<file path="src/hw/rtl/flk_pkg.sv">
// ----------------------------------------------------------------------------
// flk_pkg: shared constants, types and helpers for the FIFO handoff lock unit
// Holds table sizes, field widths, mode and status codes, and the
// controller/datapath command and status bundles.
// ----------------------------------------------------------------------------
package flk_pkg;

  // Table sizes
  localparam int NUM_LOCKS   = 16;
  localparam int MAX_WAITERS = 16;
  localparam int ID_BITS     = 8;

  // Field widths fixed by the interface
  localparam int MODE_W   = 2;
  localparam int INDEX_W  = 4;
  localparam int CALLER_W = 8;
  localparam int STATUS_W = 3;
  localparam int OWNER_W  = 8;

  // Derived widths
  localparam int SLOT_W  = (MAX_WAITERS > 1) ? $clog2(MAX_WAITERS) : 1;
  localparam int COUNT_W = $clog2(MAX_WAITERS + 2);
  localparam int ADDR_W  = INDEX_W + SLOT_W;
  localparam int MEM_DEPTH = NUM_LOCKS * MAX_WAITERS;

  // Packed beat widths, rounded up to whole bytes
  localparam int IN_BITS  = MODE_W + INDEX_W + CALLER_W;
  localparam int IN_W     = ((IN_BITS + 7) / 8) * 8;
  localparam int OUT_BITS = STATUS_W + 1 + OWNER_W + 1 + OWNER_W;
  localparam int OUT_W    = ((OUT_BITS + 7) / 8) * 8;

  // Request modes
  localparam logic [MODE_W-1:0] MODE_REG    = 2'd0;
  localparam logic [MODE_W-1:0] MODE_WAIT   = 2'd1;
  localparam logic [MODE_W-1:0] MODE_SIGNAL = 2'd2;

  // Result status codes
  localparam logic [STATUS_W-1:0] ST_OK      = 3'd0;
  localparam logic [STATUS_W-1:0] ST_BLOCKED = 3'd1;
  localparam logic [STATUS_W-1:0] ST_UNREG   = 3'd2;
  localparam logic [STATUS_W-1:0] ST_FULL    = 3'd3;
  localparam logic [STATUS_W-1:0] ST_UNDER   = 3'd4;

  // Controller to datapath commands
  typedef struct packed {
    logic capture;  // latch the input beat and launch the waiter read
    logic commit;   // update the entry and load the result register
  } flk_cmd_t;

  // Datapath to controller status
  typedef struct packed {
    logic out_free; // result register empty or draining this cycle
  } flk_sts_t;

  // Advance a circular queue slot
  function automatic logic [SLOT_W-1:0] next_slot(input logic [SLOT_W-1:0] p);
    next_slot = (p == SLOT_W'(MAX_WAITERS - 1)) ? '0 : p + SLOT_W'(1);
  endfunction

endpackage

</file>
<file path="src/hw/rtl/fifo_handoff_lock_unit.sv">
// ----------------------------------------------------------------------------
// fifo_handoff_lock_unit: indexed lock table with FIFO handoff to waiters
// Usage:
//   Requests arrive as beats on the in_ channel (register, wait, signal on
//   one of 16 lock entries); every request gives exactly one result beat on
//   the out_ channel with a status, the owner after the step and the waiter
//   woken by a signal, if any.
//   A request is first latched while the head waiter is read from the
//   waiter memory (registered read port); then the entry is updated and
//   the result register loaded. No new request is taken before it commits.
//   The result beat is valid once the request commits; the commit waits
//   while the result register holds a result that has not been taken.
//   When the receiver stalls, the finished result waits in the output
//   register; one further request is accepted and held ready to commit until
//   that result is taken, and the input channel then stalls.
//   Reset clears all entries to unregistered with no owner and empty
//   queues; no clearing pass is needed, as waiter memory data is only used
//   from slots that a wait has written.
// ----------------------------------------------------------------------------
module fifo_handoff_lock_unit (
  input  logic                      clk,
  input  logic                      rst_n,
  // mode [1:0], sem_index [5:2], caller_id [13:6], zero [15:14]
  input  logic [flk_pkg::IN_W-1:0]  in_tdata,
  input  logic                      in_tvalid,
  output logic                      in_tready,
  // status [2:0], owner_valid [3], owner_id [11:4], woken_valid [12],
  // woken_id [20:13], zero [23:21]
  output logic [flk_pkg::OUT_W-1:0] out_tdata,
  output logic                      out_tvalid,
  input  logic                      out_tready
);

  localparam int OWN_V_POS  = flk_pkg::STATUS_W;
  localparam int OWN_POS    = OWN_V_POS + 1;
  localparam int WAKE_V_POS = OWN_POS + flk_pkg::OWNER_W;
  localparam int WAKE_POS   = WAKE_V_POS + 1;
  localparam int IDX_POS    = flk_pkg::MODE_W;
  localparam int CALL_POS   = IDX_POS + flk_pkg::INDEX_W;

  flk_pkg::flk_cmd_t              cmd;
  flk_pkg::flk_sts_t              sts;
  logic [flk_pkg::STATUS_W-1:0]   res_status;
  logic                           res_own_v;
  logic [flk_pkg::OWNER_W-1:0]    res_own;
  logic                           res_wake_v;
  logic [flk_pkg::OWNER_W-1:0]    res_wake;

  flk_ctrl u_ctrl (
    .clk       (clk),
    .rst_n     (rst_n),
    .in_tvalid (in_tvalid),
    .in_tready (in_tready),
    .sts       (sts),
    .cmd       (cmd)
  );

  flk_dpath u_dpath (
    .clk             (clk),
    .rst_n           (rst_n),
    .cmd             (cmd),
    .sts             (sts),
    .in_mode         (in_tdata[IDX_POS-1:0]),
    .in_sem_index    (in_tdata[CALL_POS-1:IDX_POS]),
    .in_caller_id    (in_tdata[CALL_POS+flk_pkg::CALLER_W-1:CALL_POS]),
    .out_tvalid      (out_tvalid),
    .out_tready      (out_tready),
    .out_status      (res_status),
    .out_owner_valid (res_own_v),
    .out_owner_id    (res_own),
    .out_woken_valid (res_wake_v),
    .out_woken_id    (res_wake)
  );

  // Pack the result beat, zero-filled to whole bytes
  always_comb begin
    out_tdata = '0;
    out_tdata[flk_pkg::STATUS_W-1:0]                 = res_status;
    out_tdata[OWN_V_POS]                             = res_own_v;
    out_tdata[OWN_POS+flk_pkg::OWNER_W-1:OWN_POS]    = res_own;
    out_tdata[WAKE_V_POS]                            = res_wake_v;
    out_tdata[WAKE_POS+flk_pkg::OWNER_W-1:WAKE_POS]  = res_wake;
  end

endmodule

</file>
<file path="src/hw/rtl/flk_ctrl.sv">
// ----------------------------------------------------------------------------
// flk_ctrl: request sequencer for the FIFO handoff lock unit
// Takes one request beat, waits in the execute state for the waiter memory
// read, then commits once the result register can take the result.
// ----------------------------------------------------------------------------
module flk_ctrl (
  input  logic              clk,
  input  logic              rst_n,
  input  logic              in_tvalid,
  output logic              in_tready,
  input  flk_pkg::flk_sts_t sts,
  output flk_pkg::flk_cmd_t cmd
);

  localparam logic S_IDLE = 1'b0;
  localparam logic S_EXEC = 1'b1;

  logic state_r;
  logic state_nxt;

  // Accept only between requests
  assign in_tready   = (state_r == S_IDLE);
  assign cmd.capture = in_tvalid && in_tready;
  assign cmd.commit  = (state_r == S_EXEC) && sts.out_free;

  // Next state
  always_comb begin
    state_nxt = state_r;
    case (state_r)
      S_IDLE: begin
        if (cmd.capture) state_nxt = S_EXEC;
      end
      S_EXEC: begin
        if (cmd.commit) state_nxt = S_IDLE;
      end
      default: state_nxt = S_IDLE;
    endcase
  end

  // State register
  always_ff @(posedge clk) begin
    if (!rst_n) begin
      state_r <= S_IDLE;
    end else begin
      state_r <= state_nxt;
    end
  end

endmodule

</file>
<file path="src/hw/rtl/flk_dpath.sv">
// ----------------------------------------------------------------------------
// flk_dpath: entry table, waiter memory and result register
// Keeps per-entry in-use bit, count, owner and queue pointers in flops and
// the waiter ids in a memory with a registered read port.
// ----------------------------------------------------------------------------
module flk_dpath (
  input  logic                              clk,
  input  logic                              rst_n,
  input  flk_pkg::flk_cmd_t                 cmd,
  output flk_pkg::flk_sts_t                 sts,
  input  logic [flk_pkg::MODE_W-1:0]        in_mode,
  input  logic [flk_pkg::INDEX_W-1:0]       in_sem_index,
  input  logic [flk_pkg::CALLER_W-1:0]      in_caller_id,
  output logic                              out_tvalid,
  input  logic                              out_tready,
  output logic [flk_pkg::STATUS_W-1:0]      out_status,
  output logic                              out_owner_valid,
  output logic [flk_pkg::OWNER_W-1:0]       out_owner_id,
  output logic                              out_woken_valid,
  output logic [flk_pkg::OWNER_W-1:0]       out_woken_id
);

  // Entry table
  logic [flk_pkg::NUM_LOCKS-1:0] use_r;
  logic [flk_pkg::COUNT_W-1:0]   cnt_r   [flk_pkg::NUM_LOCKS];
  logic [flk_pkg::ID_BITS-1:0]   own_r   [flk_pkg::NUM_LOCKS];
  logic [flk_pkg::SLOT_W-1:0]    head_r  [flk_pkg::NUM_LOCKS];
  logic [flk_pkg::SLOT_W-1:0]    tail_r  [flk_pkg::NUM_LOCKS];

  // Waiter memory
  logic [flk_pkg::ID_BITS-1:0]   wait_mem [flk_pkg::MEM_DEPTH];
  logic [flk_pkg::ID_BITS-1:0]   rd_data_r;

  // Latched request
  logic [flk_pkg::MODE_W-1:0]    mode_r;
  logic [flk_pkg::INDEX_W-1:0]   idx_r;
  logic [flk_pkg::ID_BITS-1:0]   caller_r;

  // Result register
  logic                          out_valid_r;
  logic [flk_pkg::STATUS_W-1:0]  res_status_r;
  logic                          res_own_v_r;
  logic [flk_pkg::OWNER_W-1:0]   res_own_r;
  logic                          res_wake_v_r;
  logic [flk_pkg::OWNER_W-1:0]   res_wake_r;

  // Step results
  logic                          in_range;
  logic                          use_cur;
  logic [flk_pkg::COUNT_W-1:0]   cnt_cur;
  logic                          use_nxt;
  logic [flk_pkg::COUNT_W-1:0]   cnt_nxt;
  logic [flk_pkg::ID_BITS-1:0]   own_nxt;
  logic [flk_pkg::SLOT_W-1:0]    head_nxt;
  logic [flk_pkg::SLOT_W-1:0]    tail_nxt;
  logic [flk_pkg::STATUS_W-1:0]  status_nxt;
  logic                          wake_v_nxt;
  logic [flk_pkg::ID_BITS-1:0]   wake_nxt;
  logic                          enq;
  logic [flk_pkg::ADDR_W-1:0]    rd_addr;
  logic [flk_pkg::ADDR_W-1:0]    wr_addr;

  assign sts.out_free = !out_valid_r || out_tready;

  // Read the head waiter of the addressed entry as the beat arrives
  assign rd_addr = {in_sem_index, head_r[in_sem_index]};
  assign wr_addr = {idx_r, tail_r[idx_r]};

  // Compute the step for the latched request
  always_comb begin
    in_range   = (32'(idx_r) < flk_pkg::NUM_LOCKS);
    use_cur    = use_r[idx_r];
    cnt_cur    = cnt_r[idx_r];
    use_nxt    = use_cur;
    cnt_nxt    = cnt_cur;
    own_nxt    = own_r[idx_r];
    head_nxt   = head_r[idx_r];
    tail_nxt   = tail_r[idx_r];
    status_nxt = flk_pkg::ST_OK;
    wake_v_nxt = 1'b0;
    wake_nxt   = '0;
    enq        = 1'b0;
    if (!in_range) begin
      status_nxt = flk_pkg::ST_UNREG;
    end else begin
      case (mode_r)
        flk_pkg::MODE_REG: begin
          if (!use_cur) begin
            use_nxt  = 1'b1;
            cnt_nxt  = '0;
            own_nxt  = '0;
            head_nxt = '0;
            tail_nxt = '0;
          end
        end
        flk_pkg::MODE_WAIT: begin
          if (!use_cur) begin
            status_nxt = flk_pkg::ST_UNREG;
          end else if (cnt_cur == '0) begin
            cnt_nxt = flk_pkg::COUNT_W'(1);
            own_nxt = caller_r;
          end else if (cnt_cur >= flk_pkg::COUNT_W'(flk_pkg::MAX_WAITERS + 1)) begin
            status_nxt = flk_pkg::ST_FULL;
          end else begin
            enq        = 1'b1;
            tail_nxt   = flk_pkg::next_slot(tail_r[idx_r]);
            cnt_nxt    = cnt_cur + flk_pkg::COUNT_W'(1);
            status_nxt = flk_pkg::ST_BLOCKED;
          end
        end
        flk_pkg::MODE_SIGNAL: begin
          if (!use_cur) begin
            status_nxt = flk_pkg::ST_UNREG;
          end else if (cnt_cur == '0) begin
            status_nxt = flk_pkg::ST_UNDER;
          end else begin
            cnt_nxt = cnt_cur - flk_pkg::COUNT_W'(1);
            if (cnt_cur > flk_pkg::COUNT_W'(1)) begin
              // hand ownership to the oldest waiter
              wake_v_nxt = 1'b1;
              wake_nxt   = rd_data_r;
              own_nxt    = rd_data_r;
              head_nxt   = flk_pkg::next_slot(head_r[idx_r]);
            end else begin
              own_nxt = '0;
            end
          end
        end
        default: ;
      endcase
    end
  end

  // Latch the request beat
  always_ff @(posedge clk) begin
    if (cmd.capture) begin
      mode_r   <= in_mode;
      idx_r    <= in_sem_index;
      caller_r <= flk_pkg::ID_BITS'(in_caller_id);
    end
  end

  // Waiter memory: write on enqueue, registered read on capture
  always_ff @(posedge clk) begin
    if (cmd.commit && enq) begin
      wait_mem[wr_addr] <= caller_r;
    end
    if (cmd.capture) begin
      rd_data_r <= wait_mem[rd_addr];
    end
  end

  // Entry table update
  always_ff @(posedge clk) begin
    if (!rst_n) begin
      use_r <= '0;
      for (int i = 0; i < flk_pkg::NUM_LOCKS; i++) begin
        cnt_r[i]  <= '0;
        own_r[i]  <= '0;
        head_r[i] <= '0;
        tail_r[i] <= '0;
      end
    end else if (cmd.commit && in_range) begin
      use_r[idx_r]  <= use_nxt;
      cnt_r[idx_r]  <= cnt_nxt;
      own_r[idx_r]  <= own_nxt;
      head_r[idx_r] <= head_nxt;
      tail_r[idx_r] <= tail_nxt;
    end
  end

  // Result register: load on commit, drop when taken
  always_ff @(posedge clk) begin
    if (!rst_n) begin
      out_valid_r <= 1'b0;
    end else if (cmd.commit) begin
      out_valid_r <= 1'b1;
    end else if (out_tready) begin
      out_valid_r <= 1'b0;
    end
  end

  always_ff @(posedge clk) begin
    if (cmd.commit) begin
      res_status_r <= status_nxt;
      res_own_v_r  <= in_range && use_nxt && (cnt_nxt != '0);
      res_own_r    <= (in_range && use_nxt && (cnt_nxt != '0))
                      ? flk_pkg::OWNER_W'(own_nxt) : '0;
      res_wake_v_r <= wake_v_nxt;
      res_wake_r   <= flk_pkg::OWNER_W'(wake_nxt);
    end
  end

  assign out_tvalid      = out_valid_r;
  assign out_status      = res_status_r;
  assign out_owner_valid = res_own_v_r;
  assign out_owner_id    = res_own_r;
  assign out_woken_valid = res_wake_v_r;
  assign out_woken_id    = res_wake_r;

  // A commit never overwrites a result still waiting
  a_no_overwrite: assert property (@(posedge clk) disable iff (!rst_n)
    cmd.commit |-> (!out_valid_r || out_tready))
    else $error("result overwritten before it was taken");

  // Capture and commit never coincide
  a_cmd_excl: assert property (@(posedge clk) disable iff (!rst_n)
    !(cmd.capture && cmd.commit))
    else $error("capture and commit in the same cycle");

  // A woken waiter becomes the owner shown in the same result
  a_wake_owner: assert property (@(posedge clk) disable iff (!rst_n)
    cmd.commit && wake_v_nxt |=> out_owner_valid && (out_owner_id == out_woken_id)
      && (out_status == flk_pkg::ST_OK))
    else $error("woken waiter not reported as owner");

  // A blocked caller always leaves the entry owned
  a_blocked_owned: assert property (@(posedge clk) disable iff (!rst_n)
    cmd.commit && (status_nxt == flk_pkg::ST_BLOCKED) |=> out_owner_valid)
    else $error("blocked caller on an entry without owner");

  // Count stays within holder plus a full queue
  a_cnt_bound: assert property (@(posedge clk) disable iff (!rst_n)
    cmd.commit |-> (cnt_nxt <= flk_pkg::COUNT_W'(flk_pkg::MAX_WAITERS + 1)))
    else $error("entry count beyond queue capacity");

endmodule

</file>
<file path="config.mk">
export PLATFORM = sky130hd
export DESIGN_NAME = fifo_handoff_lock_unit
export DESIGN_NICKNAME = d
export VERILOG_FILES = /design/src/hw/rtl/flk_pkg.sv /design/src/hw/rtl/fifo_handoff_lock_unit.sv /design/src/hw/rtl/flk_ctrl.sv /design/src/hw/rtl/flk_dpath.sv
export SDC_FILE = /design/constraint.sdc
export NUM_CORES = 2
export LEC_CHECK = 0
export BUFFER_PORTS_ARGS = -buffer_cell sky130_fd_sc_hd__buf_2
export CAP_MARGIN = 5
export CELL_PAD_IN_SITES_DETAIL_PLACEMENT = 0
export CELL_PAD_IN_SITES_GLOBAL_PLACEMENT = 1
export CORE_MARGIN = 4
export CORE_UTILIZATION = 50
export DETAILED_ROUTE_END_ITERATION = 8
export GPL_ROUTABILITY_DRIVEN = 0
export PLACE_DENSITY = 0.8
export SYNTH_ARGS = -nofsm -noshare
export SYNTH_HDL_FRONTEND = slang
export SYNTH_SLANG_ARGS = --single-unit
</file>
<file path="constraint.sdc">
create_clock -name clk -period 14.4 [get_ports clk]
set_clock_uncertainty 0.05 [all_clocks]
set_input_delay 2.16 -clock clk [delete_from_list [all_inputs] [get_ports clk]]
set_output_delay 2.16 -clock clk [all_outputs]
set_load 0.01 [all_outputs]
</file>
Word level (Yosys, flattened, before mapping)
Memories as Yosys holds them, arrays and structs flattened. A register that Yosys moved wholly into a read port is not among the register bits.
Index checks and enable logic that the tools add are counted.
Widths: inputs -> output; s select.
- $add $sub $neg: 4
- order comparisons: 4
- equality and inequality tests: 4
- multiplexer cells: 70
- bitwise gates (word level): 3
- reductions and logical operators: 16
- operator list (kind ; number):
    $mux 4 ; 20
    $mux 8 ; 7
    $mux 5 ; 7
    $pmux 8 s3 ; 1
    $mux 1 ; 22
    $bwmux 16 ; 1
    $pmux 4 s2 ; 2
    $pmux 5 s3 ; 1
    $mux 3 ; 4
    $add 4x1->4 const B ; 2
    $eq 4x4->1 const B ; 2
    $reduce_or 4->1 ; 2
    $reduce_or 8->1 ; 1
    $pmux 3 s2 ; 1
    $add 5x1->5 const B ; 1
    $ge 5x5->1 const B ; 1
    $gt 5x1->1 const B ; 1
    $logic_and 1x1->1 ; 5
    $logic_not 5->1 ; 1
    $lt 4x5->1 const B ; 1
    $reduce_bool 5->1 ; 1
    $reduce_or 5->1 ; 1
    $sub 5x1->5 const B ; 1
    $bmux 1 s4 ; 1
    other kinds (12) ; 14
- register bits: 53
- bits in writable memories: 2384
- input port bits: 20
- output and inout port bits: 26
- word-level logic and storage cells: 117
- memories: 5
- memory list (memory ; words ; bits a word ; read ports ; clocked after memory_dff ; write ports ; RTL line ; text):
    u_dpath.wait_mem ; 256 ; 8 ; 1 ; 1 ; 1 ; flk_dpath.sv:31 ; logic [flk_pkg::ID_BITS-1:0] wait_mem [flk_pkg::MEM_DEPTH];
    u_dpath.own_r ; 16 ; 8 ; 1 ; 1 ; 16 ; flk_dpath.sv:26 ; logic [flk_pkg::ID_BITS-1:0] own_r [flk_pkg::NUM_LOCKS];
    u_dpath.cnt_r ; 16 ; 5 ; 1 ; 1 ; 16 ; flk_dpath.sv:25 ; logic [flk_pkg::COUNT_W-1:0] cnt_r [flk_pkg::NUM_LOCKS];
    u_dpath.head_r ; 16 ; 4 ; 2 ; 1 ; 16 ; flk_dpath.sv:27 ; logic [flk_pkg::SLOT_W-1:0] head_r [flk_pkg::NUM_LOCKS];
    u_dpath.tail_r ; 16 ; 4 ; 1 ; 1 ; 16 ; flk_dpath.sv:28 ; logic [flk_pkg::SLOT_W-1:0] tail_r [flk_pkg::NUM_LOCKS];

Longest topological paths before layout
- depth after elaboration: 8
- depth in mapped cells: 16
- gate-level depth less buffers: 12

By module
From an unflattened synthesis, not the netlist that was laid out.
- cells, all modules: 7257
- area total of the unflattened synthesis: 98866.1 sq um
- modules (own cells, without submodules) (module ; times used ; cells each ; area each (sq um) ; seq. area each (sq um)):
    flk_dpath ; 1 ; 7245 ; 98774.7 ; 73300.3
    flk_ctrl ; 1 ; 6 ; 50.0 ; 20.0
    fifo_handoff_lock_unit ; 1 ; 6 ; 41.3 ; 0.0

Least setup slack after synthesis
OpenSTA, ideal clock, no wires.
- kind: input to register
- start point: input in_tdata[5] (netlist name)
- end point: register u_dpath.rd_data_r[4] (netlist name), read port of u_dpath.wait_mem, data pin
- setup time: 0.273 ns
- data arrival time: 4.903 ns
- required time: 14.077 ns
- slack: 9.174 ns
- stages on the path: 13
- buffers on the path: 4
- path through: buf_2 mux4_2 mux2i_4 nand2_1 buf_2 a21oi_1 buf_2 clkbuf_1 o21ai_0 nand4_1 nand2_1 a2111oi_0 nor4_1
- longest elaborated chain between the ends: 1
- RTL lines (what ; RTL line ; text):
    start, declared ; fifo_handoff_lock_unit.sv:24 ; input logic [flk_pkg::IN_W-1:0] in_tdata,
    $mem_v2 16x4 ; -- ;
    end, declared ; flk_dpath.sv:32 ; logic [flk_pkg::ID_BITS-1:0] rd_data_r;
Parallel ways exist; a longest one is shown, timed or not.
A chain may end at the register's enable or synchronous reset.

Worst setup path after layout
- start point: input in_tdata[5] (netlist name)
- end point: register u_dpath.rd_data_r[1] (netlist name), read port of u_dpath.wait_mem, data pin
Same word-level chain as after synthesis.

==> impl_metrics.env <==
export IMPL_slew_viol_final=0
export IMPL_synth_xor_area_share_pct=0.0174
export IMPL_route_detailed_wl_per_inst_microns=29.7
export IMPL_synth_ff_latch_count=2449
export IMPL_htree_levels=4
export IMPL_die_area_sq_mm=0.208
export IMPL_dr_total_vias=62886
export IMPL_largest_cells_by_area_after_synthesis="sky130_fd_sc_hd__edfxtp_1, sky130_fd_sc_hd__nor2_1, sky130_fd_sc_hd__mux4_2"
export IMPL_placement_rows=164
export IMPL_num_nets_final=6976
export IMPL_worstHoldPathCells=2
export IMPL_cts_tree="done"
export IMPL_areaGrowthSynthToFinish_pct=10.4
export IMPL_synth_largest_area_cell="sky130_fd_sc_hd__edfxtp_1"
export IMPL_drv_cap=0
export IMPL_core_sq_mm=0.200
export IMPL_combinationalPowerShare_pct=10.7
export IMPL_finalSetupTns_ns=0
export IMPL_cts_buffers=233
export IMPL_synth_area_per_inst_sq_um=14.3
export IMPL_main_combinational_cell_family_by_area_after_synthesis="simple AND/OR/NAND/NOR gates"
export IMPL_synth_seq_area_share_pct=73.0
export IMPL_setup_slack_ns=6.41
export IMPL_top_post_synthesis_cells_by_count="sky130_fd_sc_hd__edfxtp_1, sky130_fd_sc_hd__nor2_1, sky130_fd_sc_hd__nand2_1, sky130_fd_sc_hd__o21ai_0, sky130_fd_sc_hd__clkbuf_1"
export IMPL_clk_latency_ns=0.88
export IMPL_clk_pin_slew_ns=0.06
export IMPL_yosys_most_used_dff="sky130_fd_sc_hd__edfxtp_1"
export IMPL_ctsHoldBuffers=0
export IMPL_floorplan_die_width_microns=456
export IMPL_count_of_endpoints_failing_setup_in_the_final_report=0
export IMPL_cpMaxStageDelayCell="sky130_fd_sc_hd__buf_4"
export IMPL_numClockSinks=2449
export IMPL_ys_types=79
export IMPL_grt_use_total_pct=27.3
export IMPL_power_density_cell_area_mw_per_mm2=141
export IMPL_grt_pass1_wl_mm=419
export IMPL_power_leakage_nw=35.8
export IMPL_grt_antenna_before_repair=9
export IMPL_layout_worst_path_cycle_share_pct=55.5
export IMPL_gates_resized_cts_repair=0
export IMPL_worst_ep_arrival_time_ns=8.63
export IMPL_vias_per_cell=6.41
export IMPL_drc_errors=0
export IMPL_cp_cell_sequence="buf_2 -> mux4_2 -> mux2i_4 -> nand2_4 -> buf_12 -> nand2_4 -> buf_4 -> a211oi_1 -> a211o_1 -> a2111oi_1 -> buf_4 -> nor4_1 -> nor4_1"
export IMPL_cts_root_buf="sky130_fd_sc_hd__clkbuf_16"
export IMPL_critPathKind="in2reg"
export IMPL_via_count_of_the_first_global_routing_pass=60625
export IMPL_timing_slew_headroom_pct=7.61
export IMPL_crit_path_end_kind="register"
export IMPL_max_clock_path_buffers=3
export IMPL_holdCritPathClass="reg2reg"
export IMPL_detail_route_iter0_violations=8901
export IMPL_final_layout_size_suffix_gt1_share_pct=12.7
export IMPL_maxClockFrequency_mhz=125
export IMPL_setup_repair_after_global_routing_missed_its_margin="no"
export IMPL_pwr_share_clk_pct=38.5
export IMPL_max_slew_worst_pin_slew_ns=1.35
export IMPL_cp_num_buf_inv=4
export IMPL_synth_compound_area_share_pct=8.15
export IMPL_power_switching_mw=3.95
export IMPL_postSynth_asyncResetShare_pct=0
export IMPL_post_cts_setup_buffers=0
export IMPL_worstSetupStartpointType="input port"
export IMPL_drt_antenna_violating_nets=0
export IMPL_power_internal_mw=11.7
export IMPL_synthesis_yosys_warnings=0
export IMPL_worst_ep_required_time_ns=15.04
export IMPL_ios=46
export IMPL_crit_path_time_final_ns=7.99
export IMPL_critical_path_reg2reg_endpoint="u_dpath.wait_mem[215][5]$_DFFE_PP_"
export IMPL_path_max_fanout=86
export IMPL_starting_density_pct=50.3
export IMPL_netlist_area_leader_share_pct=72.6
export IMPL_syn_instance_count=7029
export IMPL_run_status="finished, final reports clean"
export IMPL_critical_path_max_stage_delay_ns=0.91
export IMPL_final_hpwl_dp_mm=167
export IMPL_timing_hold_worst_endpoint="u_dpath.use_r[13]$_SDFFE_PN0P_"
export IMPL_dp_slack_ns=5.73
export IMPL_library_cell_with_the_highest_instance_count_after_synthesis="sky130_fd_sc_hd__edfxtp_1"
export IMPL_vdd_ir_drop_max_mv=0.110
export IMPL_hold_viol_final=0
export IMPL_fraction_of_synthesized_area_in_multiplexers_pct=6.43
export IMPL_path_delay_family="buffers and inverters"
export IMPL_finalWirelength_mm=292
export IMPL_yosys_area_share_simple_pct=9.86
export IMPL_synth_edff_count=2427
export IMPL_drt_pre_antenna_iters=7
export IMPL_die_height_microns=456
export IMPL_synthAdderAreaFrac_pct=0.162
export IMPL_power_share_sequential_pct=50.8
export IMPL_ff2ff_path_depth=12
export IMPL_hold_path_startpoint="u_dpath.use_r[13]$_SDFFE_PN0P_"
export IMPL_post_synth_instance_area_sq_mm=0.100
export IMPL_port_buffers=40
export IMPL_ff2ff_setup_slack_ns=7.53
export IMPL_switching_share_pct=25.2
export IMPL_gr_total_overflow=0
export IMPL_fin_total_pwr_mw=15.6
export IMPL_grt_start_max_net_pins=189
## state kept, by name, summed over array words and instances, names as in the netlist, named ones only
name	flops
u_ctrl.state_r	1
u_dpath.head_r	64
u_dpath.idx_r	4
u_dpath.cnt_r	80
u_dpath.out_woken_valid	1
u_dpath.own_r	128
u_dpath.rd_data_r	8
u_dpath.mode_r	2
u_dpath.caller_r	8
u_dpath.out_woken_id	8
u_dpath.use_r	16
u_dpath.out_owner_valid	1
u_dpath.wait_mem	2048
u_dpath.tail_r	64
u_dpath.out_status	3
u_dpath.out_tvalid	1
u_dpath.out_owner_id	8
## metrics by stage
| stage | hold slack, ns | cells | utilization (%) | area [sq um] |
|---|---|---|---|---|
| final | 0.424 | 9808 | 55.5 | 111000 |
| after global routing | 0.443 | 9802 | 55.5 | 111000 |
| after CTS | 0.419 | 9801 | 55.5 | 111000 |
| after detailed placement | 0.410 | 9364 | 51.8 | 103000 |
| after global placement | 0.405 | 9364 | 51.8 | 103000 |
| after floorplan | 0.388 | 7031 | - | 100000 |
## metal layers
metal  GRT usage (%)  part of all wire [%]
met5               0                0.0069
met3            6.70                    11
met4            12.1                   4.9
met2            42.0                    46
met1            37.3                    38
## cells in the final DEF (no fill, tap or decap), drive strengths merged, types with 13 or more instances in the layout
cell type and n:
edfxtp 2427, nor2 1019, nand2 566, o21ai 431
clkbuf 277, nand3 251, a21oi 232, mux2i 214
buf 207, mux2 138, clkinv 130, nor3 126
mux4 122, and3 115, a31oi 99, a211oi 98
o22ai 78, nand4 63, nor4 62, a22oi 49
a32oi 42, a221oi 36, a2111oi 33, inv 32
o41ai 26, dfxtp 22, nor2b 19, a211o 18
o2111ai 18, bufinv 18, o21a 16, o31ai 15
o211ai 13, ha 13
## tightest hold or removal path, cell delays in order, from the launching register on
cell                      delay, ns
sky130_fd_sc_hd__dfxtp_1       0.31
sky130_fd_sc_hd__inv_1         0.05
sky130_fd_sc_hd__o22ai_1       0.07
## worst max-delay path by stage
| stage | from | endpoint | slack (ns) | depth (start not counted) |
|---|---|---|---|---|
| 2_1_floorplan | in_tdata[5] | u_dpath.rd_data_r[4]$_DFFE_PP_ | 9.17 | 13 |
| 3_3_place_gp | in_tdata[5] | u_dpath.rd_data_r[2]$_DFFE_PP_ | 5.82 | 12 |
| 3_5_place_dp | in_tdata[5] | u_dpath.rd_data_r[2]$_DFFE_PP_ | 5.73 | 12 |
| 4_1_cts | in_tdata[5] | u_dpath.rd_data_r[2]$_DFFE_PP_ | 6.67 | 12 |
| 5_1_grt | in_tdata[5] | u_dpath.rd_data_r[5]$_DFFE_PP_ | 6.35 | 13 |
| 6_report | in_tdata[5] | u_dpath.rd_data_r[1]$_DFFE_PP_ | 6.41 | 13 |
## power by group through the flow
stage | Combinational, mW | Clock, mW | Sequential (mW)
final | 1.67 | 6.03 | 7.94
after global routing | 1.74 | 6.35 | 7.94
after CTS | 1.64 | 6.06 | 7.94
after detailed placement | 1.63 | 0 | 8.09
after global placement | 1.61 | 0 | 8.09
after floorplan | 0.928 | 0 | 8.14
## cells by family (layout without fill, tap and decap cells)
group,count (synthesis),after routing
other,1,10
flip-flops,2449,2449
multiplexers,474,474
AND/OR/NAND/NOR,2267,2267
buffers and inverters,557,671
AO/OA/AOI/OAI,1266,1266
XOR/XNOR,2,2
adder cells (fa/ha/maj),13,13
## layout make-up
type                       count  area [sq um]
antenna                        7          17.5
clock buffer                 277          6120
clock inverter               160          1360
fill                       15582         88800
inverter                      27           101
multi-input combinational   4025         25000
sequential                  2449         73300
tap                         2656          3320
timing repair buffer         207          1630
Note: power is estimated with default switching activity, not from simulation.
